## src/rtl/core/rau_pkg.sv

```systemverilog
// ----------------------------------------------------------------------------
// rau_pkg: shared types and constants for the rational arithmetic unit
// Operation codes and the item record passed from front end to back end.
// ----------------------------------------------------------------------------
package rau_pkg;

  typedef enum logic [2:0] {
    OP_ADD = 3'd0,
    OP_SUB = 3'd1,
    OP_MUL = 3'd2,
    OP_DIV = 3'd3,
    OP_LT  = 3'd4,
    OP_LE  = 3'd5,
    OP_GT  = 3'd6,
    OP_GE  = 3'd7
  } op_e;

  localparam int unsigned ProdW = 64;
  localparam int unsigned NumOutW = 33;
  localparam int unsigned DenOutW = 31;

  // Classified item handed from front end to back end
  typedef struct packed {
    logic             is_cmp;
    logic             cmp_res;
    logic [ProdW-1:0] num;
    logic [ProdW-1:0] den;
  } item_t;

endpackage

```

## src/rtl/core/rau_front.sv

```systemverilog
// ----------------------------------------------------------------------------
// rau_front: operand intake and cross products
// Forms the exact cross products one at a time with one multiplier,
// then builds the unreduced numerator/denominator or the compare bit.
// ----------------------------------------------------------------------------
module rau_front #(
  parameter int unsigned OPERAND_WIDTH = 16
) (
  input  logic                     clk_i,
  input  logic                     rst_ni,
  input  logic                     in_valid_i,
  output logic                     in_ready_o,
  input  logic [2:0]               mode_i,
  input  logic [OPERAND_WIDTH-1:0] a_num_i,
  input  logic [OPERAND_WIDTH-1:0] a_den_i,
  input  logic [OPERAND_WIDTH-1:0] b_num_i,
  input  logic [OPERAND_WIDTH-1:0] b_den_i,
  output logic                     out_valid_o,
  input  logic                     out_ready_i,
  output rau_pkg::item_t           out_item_o
);

  typedef enum logic [3:0] {
    F_IDLE = 4'b0001,
    F_MUL  = 4'b0010,
    F_COMB = 4'b0100,
    F_OUT  = 4'b1000
  } fstate_e;

  fstate_e state_q, state_d;
  logic [1:0] step_q;
  logic [2:0] mode_q;
  logic [OPERAND_WIDTH-1:0] an_q, ad_q, bn_q, bd_q;
  logic [rau_pkg::ProdW-1:0] p_q [4];
  logic [OPERAND_WIDTH-1:0] ma, mb;
  logic signed [2*OPERAND_WIDTH-1:0] prod;
  logic [rau_pkg::ProdW-1:0] mp;
  rau_pkg::item_t item_q, item_d;
  logic [rau_pkg::ProdW-1:0] sum, dif;

  // Operand selection for the shared multiplier: an*bd, bn*ad, an*bn, ad*bd
  always_comb begin
    case (step_q)
      2'd0: begin ma = an_q; mb = bd_q; end
      2'd1: begin ma = bn_q; mb = ad_q; end
      2'd2: begin ma = an_q; mb = bn_q; end
      default: begin ma = ad_q; mb = bd_q; end
    endcase
  end

  // Operand-width signed product, sign-extended to the product width
  assign prod = $signed(ma) * $signed(mb);
  assign mp   = rau_pkg::ProdW'(prod);
  assign sum  = p_q[0] + p_q[1];
  assign dif  = p_q[0] - p_q[1];

  always_comb begin
    state_d = state_q;
    unique case (state_q)
      F_IDLE: if (in_valid_i) state_d = F_MUL;
      F_MUL:  if (step_q == 2'd3) state_d = F_COMB;
      F_COMB: state_d = F_OUT;
      F_OUT:  if (out_ready_i) state_d = F_IDLE;
      default: state_d = F_IDLE;
    endcase
  end

  always_ff @(posedge clk_i or negedge rst_ni) begin
    if (!rst_ni) begin
      state_q <= F_IDLE;
      step_q  <= 2'd0;
    end else begin
      state_q <= state_d;
      if (state_q == F_MUL) step_q <= step_q + 2'd1;
      else step_q <= 2'd0;
    end
  end

  // Combine products into the record for the back end
  always_comb begin
    item_d        = '0;
    item_d.is_cmp = mode_q[2];
    item_d.den    = p_q[3];
    unique case (rau_pkg::op_e'(mode_q))
      rau_pkg::OP_ADD: item_d.num = sum;
      rau_pkg::OP_SUB: item_d.num = dif;
      rau_pkg::OP_MUL: item_d.num = p_q[2];
      rau_pkg::OP_DIV: begin
        item_d.num = p_q[0];
        item_d.den = p_q[1];
      end
      rau_pkg::OP_LT: item_d.cmp_res = $signed(p_q[0]) < $signed(p_q[1]);
      rau_pkg::OP_LE: item_d.cmp_res = !($signed(p_q[1]) < $signed(p_q[0]));
      rau_pkg::OP_GT: item_d.cmp_res = $signed(p_q[1]) < $signed(p_q[0]);
      default:        item_d.cmp_res = !($signed(p_q[0]) < $signed(p_q[1]));
    endcase
  end

  // Capture operands, products, and the combined record
  always_ff @(posedge clk_i) begin
    if (state_q == F_IDLE && in_valid_i) begin
      mode_q <= mode_i;
      an_q <= a_num_i;
      ad_q <= a_den_i;
      bn_q <= b_num_i;
      bd_q <= b_den_i;
    end
    if (state_q == F_MUL) p_q[step_q] <= mp;
    if (state_q == F_COMB) item_q <= item_d;
  end

  assign in_ready_o  = (state_q == F_IDLE);
  assign out_valid_o = (state_q == F_OUT);
  assign out_item_o  = item_q;

endmodule

```

## src/rtl/core/rau_queue.sv

```systemverilog
// ----------------------------------------------------------------------------
// rau_queue: two-entry queue between front end and back end
// Lets either side stall on its own.
// ----------------------------------------------------------------------------
module rau_queue (
  input  logic           clk_i,
  input  logic           rst_ni,
  input  logic           in_valid_i,
  output logic           in_ready_o,
  input  rau_pkg::item_t in_item_i,
  output logic           out_valid_o,
  input  logic           out_ready_i,
  output rau_pkg::item_t out_item_o
);

  rau_pkg::item_t mem_q [2];
  logic wp_q, rp_q;
  logic [1:0] cnt_q;
  logic push, pop;

  assign in_ready_o  = (cnt_q != 2'd2);
  assign out_valid_o = (cnt_q != 2'd0);
  assign push = in_valid_i && in_ready_o;
  assign pop  = out_valid_o && out_ready_i;
  assign out_item_o = mem_q[rp_q];

  always_ff @(posedge clk_i or negedge rst_ni) begin
    if (!rst_ni) begin
      wp_q <= 1'b0;
      rp_q <= 1'b0;
      cnt_q <= 2'd0;
    end else begin
      if (push) wp_q <= ~wp_q;
      if (pop) rp_q <= ~rp_q;
      cnt_q <= cnt_q + {1'b0, push} - {1'b0, pop};
    end
  end

  always_ff @(posedge clk_i) begin
    if (push) mem_q[wp_q] <= in_item_i;
  end

endmodule

```

## src/rtl/core/rau_back.sv

```systemverilog
// ----------------------------------------------------------------------------
// rau_back: reduction engine
// Binary-restoring remainder for Euclid's gcd, then two exact divisions
// by the gcd, one quotient bit per cycle, and sign placement.
// ----------------------------------------------------------------------------
module rau_back (
  input  logic           clk_i,
  input  logic           rst_ni,
  input  logic           in_valid_i,
  output logic           in_ready_o,
  input  rau_pkg::item_t in_item_i,
  output logic           out_valid_o,
  input  logic           out_ready_i,
  output logic [rau_pkg::NumOutW-1:0] result_num_o,
  output logic [rau_pkg::DenOutW-1:0] result_den_o,
  output logic           compare_true_o,
  output logic           status_o
);

  localparam int unsigned W = rau_pkg::ProdW;
  localparam int unsigned CntW = $clog2(W);

  typedef enum logic [6:0] {
    B_IDLE = 7'b0000001,
    B_GSTA = 7'b0000010,
    B_GMOD = 7'b0000100,
    B_DSTA = 7'b0001000,
    B_DIV  = 7'b0010000,
    B_FIN  = 7'b0100000,
    B_OUT  = 7'b1000000
  } bstate_e;

  bstate_e state_q;
  logic [W-1:0] nm_q, dm_q, ga_q, gb_q;
  logic [W-1:0] rem_q, quo_q, dvd_q, dsr_q;
  logic [CntW-1:0] cnt_q;
  logic sel_q, neg_q;
  logic [W-1:0] qn_q;
  logic [W:0] trial;
  logic [W-1:0] rem_sh;
  logic [rau_pkg::NumOutW-1:0] rnum_q;
  logic [rau_pkg::DenOutW-1:0] rden_q;
  logic cmp_q, st_q;

  // One restoring division step: shift in next dividend bit, try subtract
  assign rem_sh = {rem_q[W-2:0], dvd_q[W-1]};
  assign trial  = {1'b0, rem_sh} - {1'b0, dsr_q};

  always_ff @(posedge clk_i or negedge rst_ni) begin
    if (!rst_ni) begin
      state_q <= B_IDLE;
    end else begin
      unique case (state_q)
        B_IDLE: if (in_valid_i) begin
          if (in_item_i.is_cmp || in_item_i.den == '0) state_q <= B_OUT;
          else state_q <= B_GSTA;
        end
        B_GSTA: state_q <= (gb_q == '0) ? B_DSTA : B_GMOD;
        B_GMOD: if (cnt_q == CntW'(W - 1)) state_q <= B_GSTA;
        B_DSTA: state_q <= B_DIV;
        B_DIV:  if (cnt_q == CntW'(W - 1)) state_q <= sel_q ? B_FIN : B_DSTA;
        B_FIN:  state_q <= B_OUT;
        B_OUT:  if (out_ready_i) state_q <= B_IDLE;
        default: state_q <= B_IDLE;
      endcase
    end
  end

  always_ff @(posedge clk_i) begin
    unique case (state_q)
      B_IDLE: if (in_valid_i) begin
        nm_q  <= in_item_i.num[W-1] ? -in_item_i.num : in_item_i.num;
        dm_q  <= in_item_i.den[W-1] ? -in_item_i.den : in_item_i.den;
        ga_q  <= in_item_i.num[W-1] ? -in_item_i.num : in_item_i.num;
        gb_q  <= in_item_i.den[W-1] ? -in_item_i.den : in_item_i.den;
        neg_q <= in_item_i.num[W-1] ^ in_item_i.den[W-1];
        cmp_q <= in_item_i.cmp_res;
        sel_q <= 1'b0;
        st_q  <= !in_item_i.is_cmp && (in_item_i.den == '0);
        rnum_q <= in_item_i.is_cmp ? '0 : in_item_i.num[rau_pkg::NumOutW-1:0];
        rden_q <= '0;
      end
      // Start ga mod gb
      B_GSTA: begin
        rem_q <= '0;
        dvd_q <= ga_q;
        dsr_q <= gb_q;
        cnt_q <= '0;
      end
      B_GMOD: begin
        rem_q <= trial[W] ? rem_sh : trial[W-1:0];
        dvd_q <= {dvd_q[W-2:0], 1'b0};
        cnt_q <= cnt_q + 1'b1;
        if (cnt_q == CntW'(W - 1)) begin
          ga_q <= gb_q;
          gb_q <= trial[W] ? rem_sh : trial[W-1:0];
        end
      end
      // Divide numerator, then denominator, by the gcd in ga
      B_DSTA: begin
        rem_q <= '0;
        quo_q <= '0;
        dvd_q <= sel_q ? dm_q : nm_q;
        dsr_q <= ga_q;
        cnt_q <= '0;
      end
      B_DIV: begin
        rem_q <= trial[W] ? rem_sh : trial[W-1:0];
        dvd_q <= {dvd_q[W-2:0], 1'b0};
        quo_q <= {quo_q[W-2:0], ~trial[W]};
        cnt_q <= cnt_q + 1'b1;
        if (cnt_q == CntW'(W - 1)) begin
          if (!sel_q) qn_q <= {quo_q[W-2:0], ~trial[W]};
          else rden_q <= {quo_q[rau_pkg::DenOutW-2:0], ~trial[W]};
          sel_q <= 1'b1;
        end
      end
      B_FIN: rnum_q <= neg_q ? (-qn_q[rau_pkg::NumOutW-1:0])
                             : qn_q[rau_pkg::NumOutW-1:0];
      default: ;
    endcase
  end

  assign in_ready_o     = (state_q == B_IDLE);
  assign out_valid_o    = (state_q == B_OUT);
  assign result_num_o   = rnum_q;
  assign result_den_o   = rden_q;
  assign compare_true_o = cmp_q && !st_q;
  assign status_o       = st_q;

endmodule

```

## src/rtl/core/rational_arith_unit.sv

```systemverilog
// ----------------------------------------------------------------------------
// rational_arith_unit: exact add/sub/mul/div/compare of signed fractions
// Front end forms cross products, back end reduces by gcd.
// ----------------------------------------------------------------------------
// Path: compares and zero denominators skip the gcd and the divisions in the
// back end; arithmetic runs the Euclid remainder steps and then two divisions
// by the gcd, each one bit per cycle on the 64-bit datapath.
// Throughput: one item per back-end pass; the front end works ahead by up to
// three items (one held at its output, two queued).
// Reset: asynchronous active-low rst_ni clears the state machines, the front-end step counter and the queue pointers.
module rational_arith_unit #(
  parameter int unsigned OPERAND_WIDTH = 16
) (
  input  logic clk_i,
  input  logic rst_ni,
  input  logic s_axis_tvalid,
  output logic s_axis_tready,
  // mode[2:0], a_num, a_den, b_num, b_den, zero pad
  input  logic [((3 + 4 * OPERAND_WIDTH + 7) / 8) * 8 - 1:0] s_axis_tdata,
  output logic m_axis_tvalid,
  input  logic m_axis_tready,
  // result_num[32:0], result_den[63:33], compare_true[64], status[65], pad
  output logic [71:0] m_axis_tdata
);

  localparam int unsigned OW = OPERAND_WIDTH;

  logic f_valid, f_ready, q_valid, q_ready;
  rau_pkg::item_t f_item, q_item;
  logic [rau_pkg::NumOutW-1:0] r_num;
  logic [rau_pkg::DenOutW-1:0] r_den;
  logic r_cmp, r_st;

  rau_front #(.OPERAND_WIDTH(OW)) u_front (
    .clk_i, .rst_ni,
    .in_valid_i (s_axis_tvalid),
    .in_ready_o (s_axis_tready),
    .mode_i     (s_axis_tdata[2:0]),
    .a_num_i    (s_axis_tdata[3 +: OW]),
    .a_den_i    (s_axis_tdata[3 + OW +: OW]),
    .b_num_i    (s_axis_tdata[3 + 2 * OW +: OW]),
    .b_den_i    (s_axis_tdata[3 + 3 * OW +: OW]),
    .out_valid_o(f_valid),
    .out_ready_i(f_ready),
    .out_item_o (f_item)
  );

  rau_queue u_queue (
    .clk_i, .rst_ni,
    .in_valid_i (f_valid),
    .in_ready_o (f_ready),
    .in_item_i  (f_item),
    .out_valid_o(q_valid),
    .out_ready_i(q_ready),
    .out_item_o (q_item)
  );

  rau_back u_back (
    .clk_i, .rst_ni,
    .in_valid_i    (q_valid),
    .in_ready_o    (q_ready),
    .in_item_i     (q_item),
    .out_valid_o   (m_axis_tvalid),
    .out_ready_i   (m_axis_tready),
    .result_num_o  (r_num),
    .result_den_o  (r_den),
    .compare_true_o(r_cmp),
    .status_o      (r_st)
  );

  assign m_axis_tdata = {6'd0, r_st, r_cmp, r_den, r_num};

  // Error results never carry a denominator
  assert property (@(posedge clk_i) disable iff (!rst_ni)
    m_axis_tvalid && m_axis_tdata[65] |-> m_axis_tdata[63:33] == '0)
    else $error("error result with nonzero denominator");

  // Compare flag and error flag are exclusive
  assert property (@(posedge clk_i) disable iff (!rst_ni)
    m_axis_tvalid |-> !(m_axis_tdata[64] && m_axis_tdata[65]))
    else $error("compare and error both set");

  // Ok arithmetic result has a positive denominator, or is a compare
  assert property (@(posedge clk_i) disable iff (!rst_ni)
    m_axis_tvalid && !m_axis_tdata[65] && m_axis_tdata[63:33] == '0
      |-> m_axis_tdata[32:0] == '0)
    else $error("zero denominator without error flag");

endmodule

```

## config.mk

```make
export PLATFORM = sky130hd
export DESIGN_NAME = rational_arith_unit
export DESIGN_NICKNAME = d
export VERILOG_FILES = /design/src/rtl/core/rau_pkg.sv /design/src/rtl/core/rau_front.sv /design/src/rtl/core/rau_queue.sv /design/src/rtl/core/rau_back.sv /design/src/rtl/core/rational_arith_unit.sv
export SDC_FILE = /design/constraint.sdc
export NUM_CORES = 2
export LEC_CHECK = 0
export BUFFER_PORTS_ARGS = -buffer_cell sky130_fd_sc_hd__buf_2
export CAP_MARGIN = 15
export CORE_MARGIN = 5
export CORE_UTILIZATION = 50
export DETAILED_ROUTE_END_ITERATION = 8
export PLACE_DENSITY = 0.7
export SYNTH_ARGS = -nofsm -noshare
export SYNTH_HDL_FRONTEND = slang
export SYNTH_HIERARCHICAL = 1
export SYNTH_SLANG_ARGS = --single-unit
```

## constraint.sdc

```tcl
create_clock -name clk_i -period 15.65 [get_ports clk_i]
set_clock_uncertainty 0.15 [all_clocks]
set_input_delay 3.9125 -clock clk_i [delete_from_list [all_inputs] [get_ports clk_i]]
set_output_delay 3.9125 -clock clk_i [all_outputs]
set_load 0.02 [all_outputs]
```

==> flow_metrics.env <==
export IMPL_slew_headroom_pct=17.4
export IMPL_ys_ff_latch=1156
export IMPL_grt_use_met3_pct=2.44
export IMPL_area_growth_syn_to_layout_pct=9.00
export IMPL_cts_made_buffers=116
export IMPL_status="complete, no violations"
export IMPL_hold_slack_ns=0.248
export IMPL_nNetsFinal=6337
export IMPL_antenna_cells=0
export IMPL_hold_depth=0
export IMPL_yosys_warnings=6
export IMPL_fmax_mhz=101
export IMPL_worst_hold_path_type="reg -> reg"
export IMPL_use_met2_pct=36.4
export IMPL_post_route_util_pct=54.7
export IMPL_cts_max_level=3
export IMPL_synth_edf_count=1139
export IMPL_ctsHoldBuffers=0
export IMPL_dp_cells=7391
export IMPL_hold_viol=0
export IMPL_cts_clk_slew_worst_paths_ns=0.06
export IMPL_synth_top_area_share_pct=51.1
export IMPL_synth_top_cells_by_count="edfxtp_1 (1139), nor2_1 (601), inv_1 (517), nand2_1 (402), fa_1 (268)"
export IMPL_criticalPathCategory="reg -> reg"
export IMPL_yosysTopAreaCell="edfxtp_1"
export IMPL_reg2reg_to="u_front/p_q[2][62]"
export IMPL_antenna_found_initial=0
export IMPL_grt_usage_pct=22.6
export IMPL_grt_max_degree=160
export IMPL_tns_ns=0
export IMPL_reg2reg_depth=27
export IMPL_yosysSeqAreaShare_pct=51.7
export IMPL_rows=134
export IMPL_syn_area_um2=66900
export IMPL_setup_worst_path_end_class="flop"
export IMPL_final_cell_count_no_fill=7612
export IMPL_postCtsSetupRepairBufs=0
export IMPL_drv_slew=0
export IMPL_ios=150
export IMPL_drtPass1Iterations=6
export IMPL_overflow=0
export IMPL_clock_root_buffer="clkbuf_16"
export IMPL_die_h_um=376
export IMPL_wl_per_cell_um=21.4
export IMPL_drt_iter0_drc=3998
export IMPL_gr_usage_met1_pct=32.6
export IMPL_totalWireLength_um=163000
export IMPL_r2r_slack_ns=5.73
export IMPL_drive_above_1_share_pct=11.9
export IMPL_vias=43807
export IMPL_yosysUniqueCellTypes=98
export IMPL_startpoint_type="flop"
export IMPL_gp_congestion=0.899
export IMPL_multi_input_area_um2=29100
export IMPL_initial_core_util_pct=50.2
export IMPL_n_fill_cell=11162
export IMPL_postCtsResizedCells=0
export IMPL_dp_hpwl_um=120000
export IMPL_synth_area_top_cells="edfxtp_1 (51%), fa_1 (8.0%), ha_1 (4.7%), mux2_2 (4.0%), nor2_1 (3.4%)"
export IMPL_dieArea_um2=141000
export IMPL_drc=0
export IMPL_viasPerCell=5.75
export IMPL_cts_tree="done"
export IMPL_setup_violations=0
export IMPL_postRouteAntennaNets=0
export IMPL_insertion_delay_ns=0.76
export IMPL_synthCells=5705
export IMPL_crit_required_ns=15.97
export IMPL_worst_pin_slew_ns=1.23
export IMPL_yosysMostFrequentCell="edfxtp_1"
export IMPL_grt_pass1_wl_um=252000
export IMPL_grt_pass1_vias=42668
export IMPL_cts_num_sinks=1156
export IMPL_busiest_layer="met2"
export IMPL_post_route_period_util_pct=63.4
export IMPL_syn_avg_cell_area_um2=11.7
export IMPL_min_period_ns=9.92
export IMPL_clock_path_buffers=3
export IMPL_area_sequential_um2=34600
export IMPL_fp_dieW_um=376
export IMPL_numPortBuffers=138
export IMPL_cap_viol_max_count=0
export IMPL_worstPathArrival_ns=10.24
export IMPL_min_to="u_queue/mem_q[1][19]"
export IMPL_ys_async_sr_fraction_pct=1.47
export IMPL_coreArea_um2=133000
export IMPL_min_delay_start="u_front/out_item_o[19]"
export IMPL_synthFlopType="edfxtp_1"
export IMPL_critPathMaxFanout=42
export IMPL_rsz0062_at_grt="no"
export IMPL_r2r_start="u_front/step_q[0]"
[how the worst max path moves through the flow]
stage	startpoint	endpoint	depth (start not counted)
CTS	u_front/step_q[0]	u_front/p_q[2][62]	27
floorplan	u_back/state_q[2]	u_back/ga_q[0]	5
detailed placement	u_front/step_q[0]	u_front/p_q[1][62]	27
global placement	u_front/step_q[0]	u_front/p_q[1][62]	27
finish	u_front/step_q[0]	u_front/p_q[2][62]	27
global route	u_front/step_q[0]	u_front/p_q[1][62]	27
[state kept, by name (all words and copies together), names as in the netlist, 31 cells and up]
register,flops
u_back/dm_q,64
u_back/dsr_q,64
u_back/dvd_q,64
u_back/ga_q,64
u_back/gb_q,64
u_back/nm_q,64
u_back/qn_q,33
u_back/quo_q,32
u_back/rem_q,63
u_back/result_den_o,31
u_back/result_num_o,33
u_front/out_item_o,98
u_front/p_q,128
u_queue/mem_q,260
[cells in the final DEF (no fill, tap or decap), types with 27 or more instances in the layout]
master | netlist | final
nor2b_1 | 38 | 36
o21bai_1 | 27 | 27
nand3b_1 | 41 | 41
nand2_1 | 402 | 399
a221o_1 | 66 | 66
nor3_1 | 53 | 51
o21ai_0 | 250 | 247
a21o_1 | 59 | 59
nand2b_1 | 35 | 35
a31oi_1 | 35 | 35
clkbuf_16 | 0 | 116
and3_1 | 48 | 48
fa_1 | 268 | 268
o211ai_1 | 36 | 36
mux2_2 | 236 | 236
nor2_1 | 601 | 598
mux2i_1 | 140 | 140
buf_2 | 14 | 138
nor4_1 | 41 | 39
buf_4 | 40 | 74
o21a_1 | 38 | 38
clkinv_1 | 3 | 29
nand4_1 | 43 | 43
edfxtp_1 | 1139 | 1139
a22oi_1 | 36 | 36
inv_1 | 517 | 516
nand3_1 | 55 | 53
xor2_1 | 76 | 76
a21oi_1 | 252 | 251
xnor2_1 | 188 | 188
or3_1 | 46 | 46
ha_1 | 251 | 251
o31ai_1 | 61 | 61
[routing by layer]
| layer | share of wire (%) | up-vias | wire length (µm) |
|---|---|---|---|
| met5 | 0 | - | 0 |
| met4 | 3.1 | 0 | 5140 |
| met3 | 5.5 | 241 | 8920 |
| met2 | 47 | 1458 | 76400 |
| met1 | 45 | 21606 | 72700 |
| li1 | - | 20502 | - |
[metrics by stage]
step / setup WS (ns) / area (µm²)
floorplan: 4.26 / 66900
global placement: 5.84 / 69200
detailed placement: 5.68 / 69200
CTS: 5.59 / 72900
global route: 5.19 / 73000
finish: 5.73 / 73000
[worst max-delay path, cell delays in order, from the launching register on]
cell       delay, ns
dfrtp_1         0.37
clkinv_1        0.48
ha_1            0.51
buf_4           0.35
nor2_1          0.12
a21oi_1         0.94
nand2_1         0.19
fa_1            0.57
inv_1           0.04
ha_1            0.27
inv_1           0.05
fa_1            0.55
inv_1           0.07
fa_1            0.51
fa_1            0.54
inv_1           0.05
fa_1            0.53
inv_1           0.04
ha_1            0.37
a211oi_1        0.28
nor2_1          0.09
nor4_1          0.27
o41ai_1         0.16
a2111oi_0       0.99
o31ai_1         0.31
a221oi_1        0.32
o21bai_1        0.11
xnor2_1         0.34
[logic make-up after synthesis]
kind of cell / Yosys count / synth area share, %
AOI/OAI and AO/OA: 1057 / 10.5
xor gates and xnor gates: 264 / 3.45
adders and majority gates: 519 / 12.7
buffers and inverters: 821 / 4.99
DFF: 1156 / 51.7
muxes: 377 / 6.10
other: 1 / 0.00560
and+or+nand+nor: 1510 / 10.5
[area by class of cell]
cell class / instances / area share (%)
inverter: 521 / 2.68
tap: 1768 / 3.03
clock buffer: 142 / 4.11
timing repair buffer: 214 / 1.74
clock inverter: 78 / 1.08
multi-input combinational: 3733 / 39.9
sequential: 1156 / 47.5
Power is left out: the tool's default activity adds up to more than one toggle a clock period on the data nets, which glitch-free logic cannot reach.
